<file path="config.mk">
export PLATFORM = sky130hd
export DESIGN_NAME = flow_meter_rate_and_total
export DESIGN_NICKNAME = d
export VERILOG_FILES = /design/src/sv/fmrt_pkg.sv /design/src/sv/fmrt_ctrl.sv /design/src/sv/fmrt_dpath.sv /design/src/sv/flow_meter_rate_and_total.sv
export SDC_FILE = /design/constraint.sdc
export NUM_CORES = 1
export LEC_CHECK = 0
export BUFFER_PORTS_ARGS = -buffer_cell sky130_fd_sc_hd__buf_2
export CELL_PAD_IN_SITES_DETAIL_PLACEMENT = 1
export CELL_PAD_IN_SITES_GLOBAL_PLACEMENT = 1
export CORE_UTILIZATION = 40
export DETAILED_ROUTE_END_ITERATION = 6
export GPL_TIMING_DRIVEN = 0
export PLACE_DENSITY = 0.8
export SYNTH_ARGS = -nofsm -noshare
export SYNTH_HDL_FRONTEND = slang
export SYNTH_SLANG_ARGS = --single-unit
</file>
<file path="constraint.sdc">
create_clock -name aclk -period 10.94 [get_ports aclk]
set_clock_uncertainty 0.05 [all_clocks]
set_input_delay 0.547 -clock aclk [delete_from_list [all_inputs] [get_ports aclk]]
set_output_delay 0.547 -clock aclk [all_outputs]
set_load 0.01 [all_outputs]
</file>
<file path="src/sv/fmrt_pkg.sv">
// Shared types and constants for the flow meter rate and total block.
package fmrt_pkg;

    localparam int PERIOD_W = 32;
    localparam int RATE_W   = 16;
    localparam int TOTAL_W  = 32;
    localparam int VOL_W    = 16;
    localparam int CFG_IDX_W = 2;
    localparam int CFG_DATA_W = 32;
    localparam int DIV_CNT_W = $clog2(PERIOD_W);

    localparam logic [RATE_W-1:0] RATE_MAX = '1;

    // register indexes of the configuration port
    localparam logic [CFG_IDX_W-1:0] CFG_RATE_NUM = 2'd0;
    localparam logic [CFG_IDX_W-1:0] CFG_VOL_INC  = 2'd1;
    localparam logic [CFG_IDX_W-1:0] CFG_VOL_UNIT = 2'd2;
    localparam logic [CFG_IDX_W-1:0] CFG_TIMEOUT  = 2'd3;

    // request kinds on s_tuser
    localparam logic REQ_PULSE = 1'b0;
    localparam logic REQ_TICK  = 1'b1;

    localparam logic [PERIOD_W-1:0] RATE_NUM_RST  = 32'd1153153153;
    localparam logic [VOL_W-1:0]    VOL_INC_RST   = 16'd16;
    localparam logic [VOL_W-1:0]    VOL_UNIT_RST  = 16'd333;
    localparam logic [VOL_W-1:0]    TIMEOUT_RST   = 16'd1000;

    typedef struct packed {
        logic accept;    // item taken this cycle
        logic div_step;  // one divider iteration
        logic out_load;  // move result into the output register
    } fmrt_cmd_t;

    typedef struct packed {
        logic need_div;  // incoming item is a pulse with nonzero period
        logic div_last;  // divider is on its final iteration
    } fmrt_stat_t;

endpackage

</file>
<file path="src/sv/fmrt_ctrl.sv">
// Controller state machine: sequences accept, division and result hand-off.
module fmrt_ctrl (
    input  logic               aclk,
    input  logic               aresetn,
    input  logic               s_tvalid,
    output logic               s_tready,
    output logic               m_tvalid,
    input  logic               m_tready,
    input  fmrt_pkg::fmrt_stat_t stat,
    output fmrt_pkg::fmrt_cmd_t  cmd
);

    localparam logic [1:0] ST_IDLE = 2'd0;
    localparam logic [1:0] ST_DIV  = 2'd1;
    localparam logic [1:0] ST_OUT  = 2'd2;

    logic [1:0] state_reg, state_next;
    logic       m_tvalid_reg, m_tvalid_next;

    assign s_tready = (state_reg == ST_IDLE);
    assign m_tvalid = m_tvalid_reg;

    always_comb begin
        state_next   = state_reg;
        cmd.accept   = 1'b0;
        cmd.div_step = 1'b0;
        cmd.out_load = 1'b0;
        unique case (state_reg)
            ST_IDLE: begin
                if (s_tvalid) begin
                    cmd.accept = 1'b1;
                    state_next = stat.need_div ? ST_DIV : ST_OUT;
                end
            end
            ST_DIV: begin
                cmd.div_step = 1'b1;
                if (stat.div_last) begin
                    state_next = ST_OUT;
                end
            end
            ST_OUT: begin
                // wait for the output register to be free
                if (!m_tvalid_reg || m_tready) begin
                    cmd.out_load = 1'b1;
                    state_next   = ST_IDLE;
                end
            end
            default: begin
                state_next = ST_IDLE;
            end
        endcase
    end

    always_comb begin
        m_tvalid_next = m_tvalid_reg;
        if (cmd.out_load) begin
            m_tvalid_next = 1'b1;
        end else if (m_tready) begin
            m_tvalid_next = 1'b0;
        end
    end

    always_ff @(posedge aclk) begin
        if (!aresetn) begin
            state_reg    <= ST_IDLE;
            m_tvalid_reg <= 1'b0;
        end else begin
            state_reg    <= state_next;
            m_tvalid_reg <= m_tvalid_next;
        end
    end

endmodule

</file>
<file path="src/sv/fmrt_dpath.sv">
// Datapath: config registers, volume accumulator, idle counter, divider, output register.
module fmrt_dpath (
    input  logic                              aclk,
    input  logic                              aresetn,
    input  logic                              cfg_valid,
    input  logic [fmrt_pkg::CFG_IDX_W-1:0]    cfg_index,
    input  logic [fmrt_pkg::CFG_DATA_W-1:0]   cfg_data,
    input  logic                              req_type,
    input  logic [fmrt_pkg::PERIOD_W-1:0]     period,
    input  fmrt_pkg::fmrt_cmd_t               cmd,
    output fmrt_pkg::fmrt_stat_t              stat,
    output logic [fmrt_pkg::RATE_W-1:0]       flow_rate,
    output logic [fmrt_pkg::TOTAL_W-1:0]      flow_total,
    output logic                              period_zero
);

    localparam int PW = fmrt_pkg::PERIOD_W;
    localparam int VW = fmrt_pkg::VOL_W;
    localparam int RW = fmrt_pkg::RATE_W;
    localparam int TW = fmrt_pkg::TOTAL_W;
    localparam int CW = fmrt_pkg::DIV_CNT_W;

    logic [PW-1:0] rate_num_reg;
    logic [VW-1:0] vol_inc_reg, vol_unit_reg, timeout_reg;

    logic [VW-1:0] accum_reg, accum_next;
    logic [TW-1:0] total_reg, total_next;
    logic [RW-1:0] rate_reg, rate_next;
    logic [VW-1:0] idle_reg, idle_next;
    logic          zero_reg, zero_next;

    logic [PW-1:0] rem_reg, rem_next;
    logic [PW-1:0] quo_reg, quo_next;
    logic [PW-1:0] dvsr_reg, dvsr_next;
    logic [CW-1:0] cnt_reg, cnt_next;

    logic [RW-1:0] out_rate_reg;
    logic [TW-1:0] out_total_reg;
    logic          out_zero_reg;

    logic [VW:0]   sum_raw, sum_adj;
    logic          unit_hit;
    logic [VW-1:0] idle_inc;
    logic [PW:0]   trial;
    logic          q_bit;

    assign stat = '{need_div: (req_type == fmrt_pkg::REQ_PULSE) && (period != '0),
                    div_last: (cnt_reg == CW'(PW - 1))};

    // accumulator update for a pulse
    assign sum_raw  = {1'b0, accum_reg} + {1'b0, vol_inc_reg};
    assign unit_hit = (sum_raw >= {1'b0, vol_unit_reg});
    assign sum_adj  = unit_hit ? (sum_raw - {1'b0, vol_unit_reg}) : sum_raw;
    assign idle_inc = (idle_reg == '1) ? idle_reg : idle_reg + VW'(1);

    // restoring divider: shift numerator in from the top of the quotient register
    assign trial = {rem_reg, quo_reg[PW-1]} - {1'b0, dvsr_reg};
    assign q_bit = !trial[PW];

    always_comb begin
        accum_next = accum_reg;
        total_next = total_reg;
        rate_next  = rate_reg;
        idle_next  = idle_reg;
        zero_next  = zero_reg;
        rem_next   = rem_reg;
        quo_next   = quo_reg;
        dvsr_next  = dvsr_reg;
        cnt_next   = cnt_reg;
        if (cmd.accept) begin
            if (req_type == fmrt_pkg::REQ_PULSE) begin
                accum_next = sum_adj[VW] ? '1 : sum_adj[VW-1:0];
                total_next = unit_hit ? total_reg + TW'(1) : total_reg;
                idle_next  = '0;
                zero_next  = (period == '0);
                if (period == '0) begin
                    rate_next = fmrt_pkg::RATE_MAX;
                end
                rem_next  = '0;
                quo_next  = rate_num_reg;
                dvsr_next = period;
                cnt_next  = '0;
            end else begin
                idle_next = idle_inc;
                zero_next = 1'b0;
                if (idle_inc >= timeout_reg) begin
                    rate_next = '0;
                end
            end
        end
        if (cmd.div_step) begin
            rem_next = q_bit ? trial[PW-1:0] : {rem_reg[PW-2:0], quo_reg[PW-1]};
            quo_next = {quo_reg[PW-2:0], q_bit};
            cnt_next = cnt_reg + CW'(1);
            if (stat.div_last) begin
                rate_next = (quo_next[PW-1:RW] != '0) ? fmrt_pkg::RATE_MAX
                                                      : quo_next[RW-1:0];
            end
        end
    end

    always_ff @(posedge aclk) begin
        if (!aresetn) begin
            rate_num_reg <= fmrt_pkg::RATE_NUM_RST;
            vol_inc_reg  <= fmrt_pkg::VOL_INC_RST;
            vol_unit_reg <= fmrt_pkg::VOL_UNIT_RST;
            timeout_reg  <= fmrt_pkg::TIMEOUT_RST;
            accum_reg    <= '0;
            total_reg    <= '0;
            rate_reg     <= '0;
            idle_reg     <= '0;
            zero_reg     <= 1'b0;
        end else begin
            if (cfg_valid) begin
                unique case (cfg_index)
                    fmrt_pkg::CFG_RATE_NUM: rate_num_reg <= cfg_data;
                    fmrt_pkg::CFG_VOL_INC:  vol_inc_reg  <= cfg_data[VW-1:0];
                    fmrt_pkg::CFG_VOL_UNIT: vol_unit_reg <= cfg_data[VW-1:0];
                    fmrt_pkg::CFG_TIMEOUT:  timeout_reg  <= cfg_data[VW-1:0];
                    default: ;
                endcase
            end
            accum_reg <= accum_next;
            total_reg <= total_next;
            rate_reg  <= rate_next;
            idle_reg  <= idle_next;
            zero_reg  <= zero_next;
        end
    end

    always_ff @(posedge aclk) begin
        rem_reg  <= rem_next;
        quo_reg  <= quo_next;
        dvsr_reg <= dvsr_next;
        cnt_reg  <= cnt_next;
        if (cmd.out_load) begin
            out_rate_reg  <= rate_reg;
            out_total_reg <= total_reg;
            out_zero_reg  <= zero_reg;
        end
    end

    assign flow_rate   = out_rate_reg;
    assign flow_total  = out_total_reg;
    assign period_zero = out_zero_reg;

endmodule

</file>
<file path="src/sv/flow_meter_rate_and_total.sv">
// Top level of the flow meter rate and total block.
// A pulse item adds the volume increment to the accumulator, counts a whole unit when the
// accumulator reaches the unit size, and sets the rate to rate_numerator / period,
// saturated at 65535 (65535 and period_zero set for a zero period). A tick item advances
// the idle counter and clears the rate once timeout_ticks is reached. Each item gives one
// result. A pulse with a nonzero period is accepted, runs 32 iterations of the restoring
// divider, then loads the output register once it is free; ticks and zero-period pulses
// skip the divider. The output register lets the next item be accepted while a result
// waits on m_tready. Configuration writes are always ready; write them only while the
// block is idle.
module flow_meter_rate_and_total (
    input  logic                            aclk,
    input  logic                            aresetn,
    input  logic                            cfg_valid,
    output logic                            cfg_ready,
    input  logic [fmrt_pkg::CFG_IDX_W-1:0]  cfg_index,
    input  logic [fmrt_pkg::CFG_DATA_W-1:0] cfg_data,
    input  logic                            s_tvalid,
    output logic                            s_tready,
    input  logic [31:0]                     s_tdata,   // period[31:0]
    input  logic                            s_tuser,   // req_type
    output logic                            m_tvalid,
    input  logic                            m_tready,
    output logic [47:0]                     m_tdata,   // flow_rate[15:0], flow_total[47:16]
    output logic                            m_tuser    // period_zero
);

    fmrt_pkg::fmrt_cmd_t  cmd;
    fmrt_pkg::fmrt_stat_t stat;
    logic [fmrt_pkg::RATE_W-1:0]  flow_rate;
    logic [fmrt_pkg::TOTAL_W-1:0] flow_total;

    assign cfg_ready = 1'b1;

    fmrt_ctrl u_ctrl (
        .aclk     (aclk),
        .aresetn  (aresetn),
        .s_tvalid (s_tvalid),
        .s_tready (s_tready),
        .m_tvalid (m_tvalid),
        .m_tready (m_tready),
        .stat     (stat),
        .cmd      (cmd)
    );

    fmrt_dpath u_dpath (
        .aclk        (aclk),
        .aresetn     (aresetn),
        .cfg_valid   (cfg_valid),
        .cfg_index   (cfg_index),
        .cfg_data    (cfg_data),
        .req_type    (s_tuser),
        .period      (s_tdata),
        .cmd         (cmd),
        .stat        (stat),
        .flow_rate   (flow_rate),
        .flow_total  (flow_total),
        .period_zero (m_tuser)
    );

    assign m_tdata = {flow_total, flow_rate};

    // the divider only runs while the input side is closed
    a_div_blocks_input: assert property (@(posedge aclk) disable iff (!aresetn)
        cmd.div_step |-> !s_tready)
        else $error("divider stepping while input is ready");

    // ticks and zero-period pulses skip the divider
    a_no_div_without_need: assert property (@(posedge aclk) disable iff (!aresetn)
        (s_tvalid && s_tready && !stat.need_div) |=> !cmd.div_step)
        else $error("divider started for an item that needs no division");

    // a zero-period result always reports the saturated rate
    a_zero_period_rate: assert property (@(posedge aclk) disable iff (!aresetn)
        (m_tvalid && m_tuser) |-> (m_tdata[15:0] == fmrt_pkg::RATE_MAX))
        else $error("zero period result without saturated rate");

endmodule
</file>
==> results of run 1 <==
-- area by class of cell --
cell class,instances,area (µm²),share of cell area
clock buffers,47,1050,0.0571
repair buffers,125,708,0.0386
clock inverters,20,216,0.0118
plain buffers,72,340,0.0185
multi-input cells,1197,7280,0.397
flip-flops and latches,314,7790,0.424
well taps,518,648,0.0353
inverters,86,323,0.0176
-- cell families after synthesis --
logic type      Yosys count
fa+ha+maj                87
mux                      34
simple gates            617
flops                   314
xor+xnor                 97
buf+inv                 158
compound gates          361
other cells               1
-- worst register-to-register path, stage by stage, from the launching register on --
cell      delay [ns]
dfxtp_1         0.30
clkbuf_1        0.24
and4_1          0.31
nand3_1         0.11
nor2_1          0.31
and4_1          0.32
nand4_1         0.36
xnor2_1         0.30
ha_1            0.26
nand2b_1        0.14
a21o_1          0.17
a21o_1          0.16
a21o_1          0.17
a21o_1          0.16
a21oi_1         0.14
nor2_1          0.08
o21ai_0         0.75
clkbuf_1        0.36
o21ai_0         0.18
a21oi_1         0.17
-- stage by stage --
stage / util / setup slack (ns)
2_1_floorplan: - / 4.30
3_3_place_gp: 0.439 / 1.24
3_5_place_dp: 0.442 / 5.87
4_1_cts: 0.475 / 5.81
5_1_grt: 0.475 / 5.22
6_report: 0.475 / 5.82
-- Yosys cell counts, types with 3 or more instances --
cell type  instances
mux2i_1           31
nand4_1           21
o21ai_0           76
fa_1               3
xnor2_1           60
nand3_1           45
xor2_1            37
nand2b_1          12
a22oi_1            5
edfxtp_1         150
clkbuf_1          56
a211oi_2           3
or2_2              3
nor2b_1           15
o2111ai_1          3
inv_1             85
a211oi_1           4
o211ai_1          14
a31oi_1            9
nor3_1            27
or3_1              6
nor2_1           117
dfxtp_1          164
a21o_1            33
a21oi_1          165
o21a_1            11
and3_1            17
and4_1             8
buf_12             3
nand2_1          305
ha_1              84
nor4_1            15
o21bai_1          10
buf_2              7
buf_1              4
and2_1            15
-- worst paths after layout --
check                                                       from                         endpoint  slack (ns)  depth (start not counted)
worst max-delay path            u_dpath.idle_reg[4]$_SDFFE_PN0P_   u_dpath.rate_reg[9]$_SDFF_PN0_        5.82                         19
worst min register to register   u_dpath.rate_reg[12]$_SDFF_PN0_  u_dpath.flow_rate[12]$_DFFE_PP_        0.38                          0
worst min-delay path                                 s_tdata[21]   u_dpath.dvsr_reg[21]$_DFFE_PP_        0.14                          1
worst max register to register  u_dpath.idle_reg[4]$_SDFFE_PN0P_   u_dpath.rate_reg[9]$_SDFF_PN0_        5.82                         19
-- per-layer routing --
metal	up-vias	GRT usage	share of wire
li1	6161	-	-
met1	6296	0.272	0.42
met2	272	0.403	0.50
met3	98	0.0281	0.035
met4	0	0.106	0.041
met5	-	0	0
-- power by group --
group | leakage, nW | internal [mW] | switching (mW) | total (mW)
Sequential | 2.72 | 1.30 | 0.0331 | 1.33
Combinational | 4.17 | 0.227 | 0.348 | 0.575
Clock | 0.628 | 0.777 | 0.508 | 1.28
Total | 7.52 | 2.30 | 0.888 | 3.19
==> metrics.txt, run 1 <==
status finished, final reports clean; Worst Path Arrival 5.54 ns; Yosys Warn Count 0; post-route cell area 18300 µm²; CTS sink cnt 314; worst path required time 11.36 ns; worst skew pair latency 0.55 ns; routed vias/inst 5.39; Synth area leader edfxtp_1; die width 200 µm; Vias 12800; CORE AREA 38600 µm²; Synth Flop Type dfxtp_1; Critical Path Most Common Cell a21o_1; post-synthesis area per instance 9.41 µm²; Crit Path Category reg -> reg; total CTS buffers 37; mux cell area share after synthesis 0.0224; minimum clock period 5.12 ns; total power 3.19 mW; crit path launch type register; buffers and inverters on the worst path 2; Synth async-reset ratio 0; share of cells above drive strength 1 0.120; clock-pin slew on the worst setup and hold paths 0.06 ns; Max-cap violations 0; Synth Area in Compound Gates 0.140; Synth Area in Adders 0.0707; CP peak stage delay 0.75 ns; Pre-Repair DR Iteration Count 5; Initial Utilization 0.406; cts repair resizes 0; post-synthesis register bit count 314; CP cell instances clkbuf_1 -> and4_1 -> nand3_1 -> nor2_1 -> and4_1 -> nand4_1 -> xnor2_1 -> ha_1 -> nand2b_1 -> a21o_1 -> a21o_1 -> a21o_1 -> a21o_1 -> a21oi_1 -> nor2_1 -> o21ai_0 -> clkbuf_1 -> o21ai_0 -> a21oi_1; largest family of logic cells by synthesized area simple AND/OR/NAND/NOR gates; All-Layer GR Usage 0.227; Top delay family on crit path compound AO/OA/AOI/OAI gates; final setup violation count 0; Die ar. 40100 µm²; Hold-fix buffers, CTS 0; antenna cells 0; H-tree depth 2; TNS Setup 0 ns; worst hold margin 0.143 ns; DRC errors left 0; Post-synth EDFFs 150; Period Utilization, post-route 0.468; Yosys cell types 72; Cells after Synth 1669; f_max 195 MHz; WL/cell 19.0 µm; Slew @ Worst Pin 1.09 ns; Rows 72; dpl cells 2312; Die Height 200 µm; commonest non-fill, non-tap cell in the layout nand2_1; HP Class in -> reg; postcts setup bufs 0; Worst slew margin 0.264; placed inst area 17100 µm²; simple-gate share of the synthesized area 0.175; Worst VDD drop 0.0000920 V; fin nets 1992; Synthesized Nets 1828; LEAKAGE 7.52 nW; RSZ-0062 raised after global routing no; Post-Layout Cell Count 2379; XOR/XNOR Fraction of Synth Area 0.0541; Mapped Area 15700 µm²; pin count of the biggest net entering global routing 33; Final Max Slew Viols 0; area grow syn2layout 16.8%; number of fill cells 4462; most frequent cells in the layout 305 x nand2_1, 165 x a21oi_1, 164 x dfxtp_1; worst-path fanout max 10; DP Wirelength 33500 µm; GR Overflow Total 0; ANT nets after route 0; crit path max-delay cell type o21ai_0; CTS root buf clkbuf_16; initial antenna violation count 0; Synth area leaders edfxtp_1 29%, dfxtp_1 21%, nand2_1 7.3%, ha_1 6.7%, a21oi_1 5.3%; critical path capture point type register; 1st-iter DRT viols 625; io pins 124; Hold Vio Cnt, Final 0; Seq/Total Area, Yosys 0.496; clock tree buffer depth 3; Total Wirelength 45300 µm; pwr dens 174 nW/µm²; CTS tree built; final estimated routing congestion in global placement 0.857; vias in the first global route 13700; port buffer count 120; first-pass GRT wire length 72700 µm; top-area cell type share of the netlist area 0.287
Power figures use the tool's default switching activity.
==> run 2: changes to the inputs <==
--- a/config.mk
+++ b/config.mk
@@ -5,13 +5,14 @@
 export SDC_FILE = /design/constraint.sdc
 export NUM_CORES = 1
 export LEC_CHECK = 0
+export ABC_AREA = 1
 export BUFFER_PORTS_ARGS = -buffer_cell sky130_fd_sc_hd__buf_2
 export CELL_PAD_IN_SITES_DETAIL_PLACEMENT = 1
 export CELL_PAD_IN_SITES_GLOBAL_PLACEMENT = 1
 export CORE_UTILIZATION = 40
 export DETAILED_ROUTE_END_ITERATION = 6
 export GPL_TIMING_DRIVEN = 0
-export PLACE_DENSITY = 0.8
+export PLACE_DENSITY = 0.86
 export SYNTH_ARGS = -nofsm -noshare
 export SYNTH_HDL_FRONTEND = slang
 export SYNTH_SLANG_ARGS = --single-unit
==> constraint.sdc (replaced) <==
create_clock -name aclk -period 4.7 [get_ports aclk]
set_clock_uncertainty 0.05 [all_clocks]
set_input_delay 0.235 -clock aclk [delete_from_list [all_inputs] [get_ports aclk]]
set_output_delay 0.235 -clock aclk [all_outputs]
set_load 0.01 [all_outputs]
==> metrics.txt, run 2 <==
initial antenna violation count 1; die width 215 µm; Seq/Total Area, Yosys 0.428; top-area cell type share of the netlist area 0.248; worst-path fanout max 10; Rows 77; area grow syn2layout 17.9%; Multi-input gate area 8700 µm²; Vias 17400; first-pass GRT wire length 95800 µm; cts repair resizes 0; final setup violation count 0; Synth area leaders edfxtp_1 25%, dfxtp_1 18%, nand2_1 16%, inv_1 7.1%, nor2_1 5.8%; LEAKAGE 10.1 nW; Synth top cells by count 754 x nand2_1, 343 x inv_1, 283 x nor2_1, 166 x a21oi_1, 164 x dfxtp_1; most frequent cells in the layout 753 x nand2_1, 343 x inv_1, 283 x nor2_1; share of cells above drive strength 1 0.0903; fin nets 2886; Worst VDD drop 0.000279 V; Crit Path Category reg -> reg; pin count of the biggest net entering global routing 70; Final Max Slew Viols 0; post-synthesis register bit count 314; CORE AREA 44500 µm²; uppermost layer routed met4; Initial Utilization 0.408; 1st-iter DRT viols 865; vias in the first global route 18400; final estimated routing congestion in global placement 0.959; M1 WL 25400 µm; post-synthesis area per instance 7.27 µm²; critical path capture point type register; io pins 124; worst setup margin 0.689 ns; CTS sink cnt 314; worst skew pair latency 0.56 ns; dpl cells 3218; f_max 249 MHz; routed vias/inst 5.20; Mapped Area 18200 µm²; Die ar. 46300 µm²; Worst Path Arrival 4.41 ns; met2 routed WL 29800 µm; postcts setup bufs 0; clock-pin slew on the worst setup and hold paths 0.06 ns; Hold Vio Cnt, Final 0; Synth async-reset ratio 0; All-Layer GR Usage 0.259; Post-synth EDFFs 150; RSZ-0062 raised after global routing no; CTS tree built; number of fill cells 5711; worst path required time 5.10 ns; Die Height 215 µm; DRC errors left 0; Period Utilization, post-route 0.854; Yosys Warn Count 0; Worst slew margin 0.289; status finished, final reports clean; Synth Flop Type dfxtp_1; Yosys cell types 48; Cells after Synth 2501; commonest non-fill, non-tap cell in the layout nand2_1; H-tree depth 2; Synth area leader edfxtp_1; Max-cap violations 0; WL/cell 17.8 µm; count leader, synth nand2_1; TNS Setup 0 ns; post-route cell area 21400 µm²; CTS root buf clkbuf_16; pre-CTS setup slack 0.760 ns; Post-Layout Cell Count 3349; total CTS buffers 37; DP Wirelength 44600 µm; port buffer count 121; pwr dens 365 nW/µm²; Synthesized Nets 2660; Total Wirelength 59500 µm; crit path launch type register; register area 7790 µm²; Slew @ Worst Pin 1.07 ns; minimum clock period 4.01 ns; met3 WL 2180 µm; clock tree buffer depth 3; GR Overflow Total 0; Pre-Repair DR Iteration Count 5; total power 7.82 mW; HP Class in -> reg; ANT nets after route 0; placed inst area 19600 µm²
[run 2: changes by cell type after synthesis, sizes merged, moves of 12 or more]
cell / delta
nor2: +172
nand2: +464
a21o: -32
o21ai: +50
inv: +263
nor4: -13
xnor2: -42
and3: -16
nor2b: -15
buf: +14
mux2i: -31
nand3: +98
nand2b: -12
[run 2: cell families after synthesis]
| logic type | after synthesis | synth area share |
|---|---|---|
| xor+xnor | 62 | 0.0299 |
| buf+inv | 425 | 0.0937 |
| fa+ha+maj | 87 | 0.0611 |
| compound gates | 322 | 0.0928 |
| simple gates | 1290 | 0.294 |
| other cells | 1 | 0.000206 |
| flops | 314 | 0.428 |
[run 2: power by group]
part | internal (mW) | leakage, nW | switching (mW)
clock | 1.70 | 0.600 | 1.19
combinational | 0.588 | 6.72 | 1.21
sequential | 3.04 | 2.74 | 0.0835
total | 5.33 | 10.1 | 2.49
[run 2: through the flow]
stage | utilization | hold slack [ns]
floorplan | - | 0.284
global placement | 0.439 | 0.377
detailed placement | 0.440 | 0.378
CTS | 0.481 | 0.00596
global route | 0.481 | 0.00985
finish | 0.481 | 0.0277
[run 2: area by class of cell]
cell class | instances | share of cell area
Timing Repair Buffer | 187 | 0.0593
Tap cell | 592 | 0.0346
Antenna cell | 1 | 0.000117
Clock buffer | 56 | 0.0500
Sequential cell | 314 | 0.363
Clock inverter | 12 | 0.00683
Buffer | 76 | 0.0182
Inverter | 349 | 0.0613
Multi-Input combinational cell | 1762 | 0.406
[run 2: worst max-delay path: stages (launching register included)]
cell and delay, ns:
dfxtp_1 0.32, ha_1 0.27, fa_1 0.49, nand3_1 0.13
nand3_2 0.12, nand2_1 0.09, nand2_1 0.08, xor2_1 0.36
inv_1 0.10, ha_1 0.35, nand2_1 0.08, nand2_1 0.06
nand2_1 0.08, nand2_1 0.08, a21oi_1 0.33, nand2_2 0.12
nand2_4 0.14, nand2_8 0.11, nand2_1 0.14, buf_4 0.19
nand3_1 0.09, nand2_1 0.10, inv_1 0.04
[run 2: metal layers]
layer	up-vias	global-route usage
met1	8499	0.309
li1	8437	-
met5	-	0
met3	123	0.0327
met2	370	0.471
met4	0	0.0986
[run 2: path summary, 6_finish.rpt]
| path | start | slack, ns | end | cells after the start |
|---|---|---|---|---|
| worst min register to register | u_dpath.rate_reg[4]$_SDFF_PN0_ | 0.41 | u_dpath.flow_rate[4]$_DFFE_PP_ | 0 |
| worst max-delay path | u_dpath.accum_reg[0]$_SDFFE_PN0P_ | 0.69 | u_dpath.accum_reg[14]$_SDFFE_PN0P_ | 22 |
| worst min-delay path | cfg_data[7] | 0.03 | u_dpath.vol_inc_reg[7]$_SDFFE_PN0P_ | 3 |
| worst max register to register | u_dpath.accum_reg[0]$_SDFFE_PN0P_ | 0.69 | u_dpath.accum_reg[14]$_SDFFE_PN0P_ | 22 |
[run 2: what timing repair did]
item | in CTS | in global routing
hold buffers | 62 | 0
setup endpoints to repair | 0 | 0
hold endpoints to repair | 75 | 0
==> run 3: changes to the inputs <==
==> constraint.sdc (replaced) <==
create_clock -name aclk -period 3.35 [get_ports aclk]
set_clock_uncertainty 0.05 [all_clocks]
set_input_delay 0.1675 -clock aclk [delete_from_list [all_inputs] [get_ports aclk]]
set_output_delay 0.1675 -clock aclk [all_outputs]
set_load 0.01 [all_outputs]
==> metrics.txt, run 3 (same netlist as run 2, synthesis figures left out) <==
initial antenna violation count 1; vias in the first global route 18800; DRC errors left 0; reg2reg path depth 22; worst-path fanout max 7; f_max 301 MHz; CTS root buf clkbuf_16; final estimated routing congestion in global placement 0.972; fin nets 2911; r2r setup slk 0.03 ns; Total Wirelength 62600 µm; most frequent cells in the layout 692 x nand2_1, 337 x inv_1, 271 x nor2_1; Final Max Slew Viols 0; io pins 124; post-route cell area 22600 µm²; Critical Path Source u_dpath.vol_inc_reg[0]$_SDFFE_PN0P_; clock-pin slew on the worst setup and hold paths 0.06 ns; Die ar. 46300 µm²; placed inst area 19600 µm²; first-pass GRT wire length 97300 µm; Initial Utilization 0.408; minimum clock period 3.32 ns; RSZ-0062 raised after global routing yes; WL/cell 18.5 µm; TNS Setup 0 ns; die width 215 µm; 1st-iter DRT viols 836; critical path capture point type register; worst skew pair latency 0.57 ns; Rows 77; worst hold margin 0.0579 ns; crit path launch type register; Hold Vio Cnt, Final 0; All-Layer GR Usage 0.263; Period Utilization, post-route 0.992; commonest non-fill, non-tap cell in the layout nand2_1; CP endpoint u_dpath.total_reg[15]$_SDFFE_PN0P_; DP Wirelength 45100 µm; share of cells above drive strength 1 0.150; launch point of the worst reg-to-reg path u_dpath.vol_inc_reg[0]$_SDFFE_PN0P_; status finished, final reports clean; Crit Path Category reg -> reg; HP Class in -> reg; Worst Path Arrival 3.69 ns; total CTS buffers 37; LEAKAGE 10.4 nW; CORE AREA 44500 µm²; pin count of the biggest net entering global routing 70; H-tree depth 2; pwr dens 510 nW/µm²; port buffer count 121; CTS sink cnt 314; routed vias/inst 5.22; final setup violation count 0; fin util 0.508; Vias 17600; ANT nets after route 0; Pre-Repair DR Iteration Count 7; Worst VDD drop 0.000398 V; area grow syn2layout 24.4%; Die Height 215 µm; Slew @ Worst Pin 0.854 ns; clock tree buffer depth 3; GR Overflow Total 0; Worst slew margin 0.428; FF-to-FF End u_dpath.total_reg[15]$_SDFFE_PN0P_; Max-cap violations 0; worst path required time 3.72 ns; CTS tree built
==> run 3: what timing repair did <==
| item | CTS | global route |
|---|---|---|
| endpoints found under the setup margin | 127 | 64 |
| hold endpoints to repair | 109 | 0 |
| gates cloned | 0 | 3 |
| hold buffers | 67 | 0 |
| pin swaps | 9 | 40 |
| gates resized for setup | 62 | 145 |
| setup buffers | 9 | 10 |
==> run 3: worst max-delay path, cell delays in order (launching register included) <==
cell and delay, ns:
dfxtp_2 0.34, ha_4 0.16, fa_2 0.40, nand3_2 0.12
nand3_4 0.09, nand2_2 0.09, nand2_4 0.07, xor2_4 0.23
inv_2 0.08, ha_4 0.27, nand2_2 0.06, nand2_2 0.07
nand2_2 0.06, nand2_2 0.07, a21oi_4 0.18, nand2_2 0.09
nand2_4 0.12, nand2_8 0.10, nand2_8 0.14, clkinv_8 0.10
clkbuf_16 0.17, nand2_2 0.06, a21oi_2 0.05
==> run 3: report_power, final <==
part	switching (mW)	total (mW)	internal [mW]	leakage, nW
registers	0.132	4.40	4.27	2.74
logic	1.88	2.93	1.05	7.09
clock network	1.71	4.20	2.48	0.599
==> run 3: metal layers <==
layer / up-vias / wire [µm] / global-route usage
li1: 8487 / - / -
met1: 8553 / 25400 / 0.303
met2: 414 / 31800 / 0.476
met3: 164 / 2540 / 0.0381
met4: 0 / 2810 / 0.125
met5: - / 0 / 0
==> run 3: worst min path at each step <==
stage / startpoint / to / slack, ns / cells past startpoint
2_1_floorplan: s_tdata[0] / u_dpath.dvsr_reg[0]$_DFFE_PP_ / 0.22 / 0
3_3_place_gp: s_tdata[4] / u_dpath.dvsr_reg[4]$_DFFE_PP_ / 0.31 / 1
3_5_place_dp: s_tdata[2] / u_dpath.dvsr_reg[2]$_DFFE_PP_ / 0.31 / 1
4_1_cts: cfg_index[1] / u_dpath.vol_inc_reg[15]$_SDFFE_PN0P_ / 0.02 / 4
5_1_grt: cfg_index[1] / u_dpath.vol_inc_reg[15]$_SDFFE_PN0P_ / 0.07 / 4
6_report: cfg_index[1] / u_dpath.vol_inc_reg[5]$_SDFFE_PN0P_ / 0.06 / 4
==> run 3: final cells by class <==
type / count / area [µm²]
inverters: 349 / 1320
diodes: 1 / 2.50
clock inverters: 23 / 265
plain buffers: 76 / 420
clock buffers: 45 / 977
well taps: 592 / 741
multi-input cells: 1762 / 9540
fillers: 5597 / 21900
flip-flops and latches: 314 / 7800
repair buffers: 212 / 1540
==> run 3: metrics by stage <==
stage	setup slack, ns	power, mW	cells
2_1_floorplan	0.282	6.11	2501
3_3_place_gp	-0.563	6.76	3214
6_report	0.0283	11.5	3374
3_5_place_dp	-0.555	6.88	3216
5_1_grt	-0.108	12.0	3374
4_1_cts	0.00102	11.3	3360
